### config.mk
export PLATFORM = sky130hd
export DESIGN_NAME = drr_alu
export DESIGN_NICKNAME = d
export VERILOG_FILES = /design/src/design/drr_pkg.sv /design/src/design/drr_alu.sv
export SDC_FILE = /design/constraint.sdc
export NUM_CORES = 1
export LEC_CHECK = 0
export BUFFER_PORTS_ARGS = -buffer_cell sky130_fd_sc_hd__clkbuf_2
export CELL_PAD_IN_SITES_DETAIL_PLACEMENT = 0
export CELL_PAD_IN_SITES_GLOBAL_PLACEMENT = 2
export CORE_MARGIN = 2
export CORE_UTILIZATION = 22
export DETAILED_ROUTE_END_ITERATION = 12
export GPL_ROUTABILITY_DRIVEN = 1
export PLACE_DENSITY = 0.76
export SETUP_SLACK_MARGIN = 0.15
export SLEW_MARGIN = 20
export SYNTH_ARGS = -nofsm -noshare
export SYNTH_HDL_FRONTEND = slang
export SYNTH_SLANG_ARGS = --single-unit
### constraint.sdc
create_clock -name vclk -period 2.6
set_input_delay 0 -clock vclk [all_inputs]
set_output_delay 0 -clock vclk [all_outputs]
set_load 0.02 [all_outputs]
### src/design/drr_pkg.sv
// ----------------------------------------------------------------------------
// Deficit round robin package
// Payload types, codes and fixed constants.
// ----------------------------------------------------------------------------
package drr_pkg;

    localparam int VISIT_W = 13;
    localparam logic [VISIT_W-1:0] VISIT_LIMIT = 13'd4096;
    localparam int ALU_W = 34;
    localparam int CFG_IDX_W = 3;
    localparam int CFG_DATA_W = 16;

    typedef enum logic [CFG_IDX_W-1:0] {
        CFG_QUANTUM0 = 3'd0,
        CFG_QUANTUM1 = 3'd1,
        CFG_QUANTUM2 = 3'd2,
        CFG_QUANTUM3 = 3'd3,
        CFG_SWITCH   = 3'd4,
        CFG_TOL      = 3'd5
    } t_cfg_idx;

    typedef enum logic {
        OP_ENQ   = 1'b0,
        OP_SERVE = 1'b1
    } t_op;

    typedef enum logic [1:0] {
        KIND_ENQ    = 2'd0,
        KIND_DROP   = 2'd1,
        KIND_SERVED = 2'd2,
        KIND_NONE   = 2'd3
    } t_kind;

    typedef enum logic [3:0] {
        S_IDLE, S_ENQ, S_VISIT, S_ARR, S_FIT, S_WAIT, S_DSUB, S_VSIZE,
        S_QADD, S_ROT, S_MOVE, S_WRAP, S_DONE
    } t_state;

    typedef struct packed {
        logic        op;
        logic [1:0]  queue_index;
        logic [15:0] pkt_len;
        logic [31:0] arrival_time;
    } t_drr_req;

    typedef struct packed {
        logic [1:0]  kind;
        logic [1:0]  served_queue;
        logic [31:0] served_arrival;
        logic [31:0] wait_time;
        logic        was_retried;
        logic [31:0] now_time;
    } t_drr_rsp;

    // Stored packet: retry flag, arrival, size.
    typedef struct packed {
        logic        retry;
        logic [31:0] arr;
        logic [15:0] size;
    } t_pkt;

endpackage

### src/design/drr_alu.sv
// ----------------------------------------------------------------------------
// Deficit round robin shared adder
// Signed add with a compare of the sum against a third operand.
// ----------------------------------------------------------------------------
module drr_alu (
    input  logic signed [drr_pkg::ALU_W-1:0] i_a,
    input  logic signed [drr_pkg::ALU_W-1:0] i_b,
    input  logic signed [drr_pkg::ALU_W-1:0] i_c,
    output logic signed [drr_pkg::ALU_W-1:0] o_sum,
    output logic                             o_lt
);
    assign o_sum = i_a + i_b;
    assign o_lt  = (o_sum < i_c);
endmodule

======== Word-level counts from Yosys, hierarchy flattened ========
Cells that the tools add are included.
storage, ports and cells
  bits in registers ....................... 0
  logic and storage cells ................. 2
operators by class
  order comparisons ....................... 1
  add/subtract/negate cells ............... 1
operator list
  cell                         count
  adder 34 bit                 1
  less-than comparator 34 bit  1

======== Logic depth before layout (Yosys ltp) ========
  depth after elaboration ................. 2
  depth in mapped cells ................... 17

======== Least setup slack after synthesis ========
OpenSTA, ideal clock, no wires.
  kind .................................... input-to-output
  start point ............................. in i_a[7] (netlist name)
  end point ............................... out o_lt
  required time ........................... 2600 ps
  data arrival time ....................... 3339 ps
  path buffers ............................ 0
  cell stages on the path ................. 14
  path slack .............................. -739 ps
  path through ............................ ha_1 and3_1 nand2_1 a21oi_2 o21bai_1 a21oi_1 nor2_1 a311oi_1 ha_1 a21o_1 a21o_1 a211oi_1 o31ai_1 a21oi_1
between the ends
  word-level cells in the longest chain between the ends .. 2
RTL lines
  element                      line           text
  start, declared              drr_alu.sv:6   input logic signed [drr_pkg::ALU_W-1:0] i_a,
  adder 34 bit                 drr_alu.sv:12  assign o_sum = i_a + i_b;
  via o_sum, one bit           drr_alu.sv:9   output logic signed [drr_pkg::ALU_W-1:0] o_sum,
  less-than comparator 34 bit  drr_alu.sv:13  assign o_lt = (o_sum < i_c);
  end, declared                drr_alu.sv:10  output logic o_lt
The timed path passes the listed nets, and every way through them passes these cells.

======== Final worst setup path ========
  start point ............................. in i_b[3] (netlist name)
  end point ............................... out o_lt
between the ends
  word-level cells in the longest chain between the ends .. 2
RTL lines
  element                      line           text
  start, declared              drr_alu.sv:7   input logic signed [drr_pkg::ALU_W-1:0] i_b,
  adder 34 bit                 drr_alu.sv:12
  less-than comparator 34 bit  drr_alu.sv:13
No other way between the ends.

==> reports/metrics.csv <==
metric;value;unit
placed inst area;4690;µm²
critical-path cell list;clkbuf_2 > ha_4 > a21o_1 > a21oi_2 > a21oi_4 > o31ai_4 > o211ai_2 > o31a_1 > xor2_2 > ha_1 > a21o_1 > a21o_1 > a21oi_2 > o21ai_1 > a21oi_1 > a31oi_1 > a21oi_2 > clkbuf_8;
Critical Path RT;2.60;ns
first-pass GRT wire length;16.7;mm
Max-cap violations;0;
complex-gate fraction of the synthesized area;0.350;
Initial Util;0.226;
DR vias;3663;
final hold vios;0;
Wirelength per Cell;13.0;µm
largest net degree at the start of global routing;10;
Final Setup Violations;1;
cts hold-fix bufs;0;
Area contributors post-synth;ha_1 30%, a21oi_1 8.1%, a21o_1 7.4%, inv_1 5.8%, xor2_1 5.5%;
Worst Tran Pin Value;0.489;ns
yosys warns;0;
drt total wl;10.5;mm
post-synthesis cell area;2720;µm²
initial DRC count;138;
status;finished with violations;
Slew Viols, Final;0;
RSZ-0062 raised after global routing;yes;
Clock Buffer Count;0;
post-synthesis cell type count;46;
post-DP HPWL;9.48;mm
Remaining DRCs;0;
Synth Area in Simple Gates;0.163;
Gate Count Post-Synth;382;
post-synthesis sequential area ratio;0;
syn avg cell area;7.13;µm²
Startpoint Class;primary input;
top cell type's share of synthesized area;0.303;
initial antenna violation count;0;
PortBufs;137;
CP max FO;3;
GRT overflow;0;
PnR worst setup slack;-0.532;ns
std cell rows;40;
Die Y-Extent;115;µm
vias per cell;4.55;
Storage cell area;0;µm²
final worst-path cycle share;1.20;
total core area;12100;µm²
nets;808;
routability congestion estimate;0.905;
PD cells;348;nW/µm²
arrival time worst endpoint;3.13;ns
Slowest-stage cell, CP;o31ai_4;
chip width;115;µm
Final min period;3.13;ns
largest family of logic cells by synthesized area;compound AO/OA/AOI/OAI gates;
overall routing resource usage;0.151;
Setup CP Type;primary input to primary output;
Seq cells;0;
Routed Antenna Nets;0;
Area growth, synth to finish;80.1;%
CP endpoint kind;primary output;
vias in the first global route;3604;
Hold Path Class;primary input to primary output;
die area;13300;µm²
top cell type by total area after synthesis;ha_1;
xor and xnor area share after synthesis;0.103;
Min Hold Slack;0.376;ns
Syn Nets;551;
Rel. slew slack;0.670;
proportion of synthesized area in mux cells;0;
Ports;137;
Adder-Cell Fraction of Synth Area;0.311;
drt pass-1 iters;4;
failing checks;negative setup slack;
layout cells sized above 1;0.504;
design area;4910;µm²
leakage;2.71;nW
f_max;319;MHz
slowest stage delay, CP;0.32;ns
Total Power;1.71;mW
ant diodes;0;
VDD IR-drop max;0.100;mV
-- where the power goes --
group          leakage, nW  total (mW)  internal [mW]  switching (mW)
combinational         2.71        1.71          0.843           0.866
sequential               0           0              0               0
clock                    0           0              0               0
total                 2.71        1.71          0.843           0.866
-- placed cells by master, fill, tap and decap left out, types with 5 or more instances in the layout --
cell / netlist / layout
a21o_1: 27 / 27
a21oi_1: 44 / 38
a21oi_2: 3 / 7
and3_1: 5 / 5
buf_4: 0 / 128
clkbuf_2: 0 / 135
ha_1: 66 / 51
ha_4: 0 / 12
inv_1: 42 / 42
nand2_1: 32 / 28
nand3_1: 7 / 7
nand4_1: 11 / 11
nor2_1: 20 / 18
o21a_1: 7 / 7
o21ai_0: 16 / 14
o21bai_1: 6 / 5
xnor2_1: 15 / 13
xor2_1: 17 / 13
-- cells in the mapped netlist (5+ instances only) --
master and number:
nor2_1 20, nand3_1 7, o21ai_0 16, inv_1 42
clkbuf_1 5, o21bai_1 6, nand2_1 32, nand4_1 11
xnor2_1 15, xor2_1 17, a21o_1 27, buf_2 5
and3_1 5, ha_1 66, a21oi_1 44, o21a_1 7
-- metrics by stage --
stage,setup WS [ns],instances,TNS (ns),utilization
3_5_place_dp,-0.596,801,-0.596,0.389
4_1_cts,-0.518,804,-0.518,0.400
3_3_place_gp,-0.549,801,-0.549,0.389
5_1_grt,-0.668,805,-0.668,0.407
6_report,-0.532,805,-0.532,0.407
2_1_floorplan,-0.328,382,-0.328,-
-- cell type report --
class / count / area [µm²]
Multi-Input combinational cell: 330 / 2870
Fill cell: 1267 / 7160
Tap cell: 168 / 210
Inverter: 42 / 158
Timing Repair Buffer: 265 / 1660
-- per-layer routing --
layer  routed length, µm  track usage  vias up
li1                    -            -     1898
met1                5010        0.209     1694
met2                5180        0.279       69
met3                 274      0.00211        2
met4                  19      0.00241        0
met5                   0            0        -
-- worst max-delay path: cells and delay by family --
kind | cells | cell delay, ns
adder cells (fa/ha/maj) | 2 | 0.56
AO/OA/AOI/OAI | 13 | 2.13
XOR/XNOR | 1 | 0.16
buffers and inverters | 2 | 0.26
-- cells by family after synthesis --
kind of cell	after synthesis
compound gates	139
xor+xnor	32
fa+ha+maj	67
simple gates	92
buf+inv	52
-- timing repair --
action	in CTS	in global routing
endpoints found under the setup margin	1	2
pin swaps	15	7
cloned	0	0
resized for setup	17	12
buffers inserted	3	1
-- final timing paths --
path | start | endpoint | depth (start not counted)
worst max-delay path | i_b[3] | o_lt | 18
worst min-delay path | i_b[0] | o_sum[0] | 3
(Power assumes the default switching activity.)
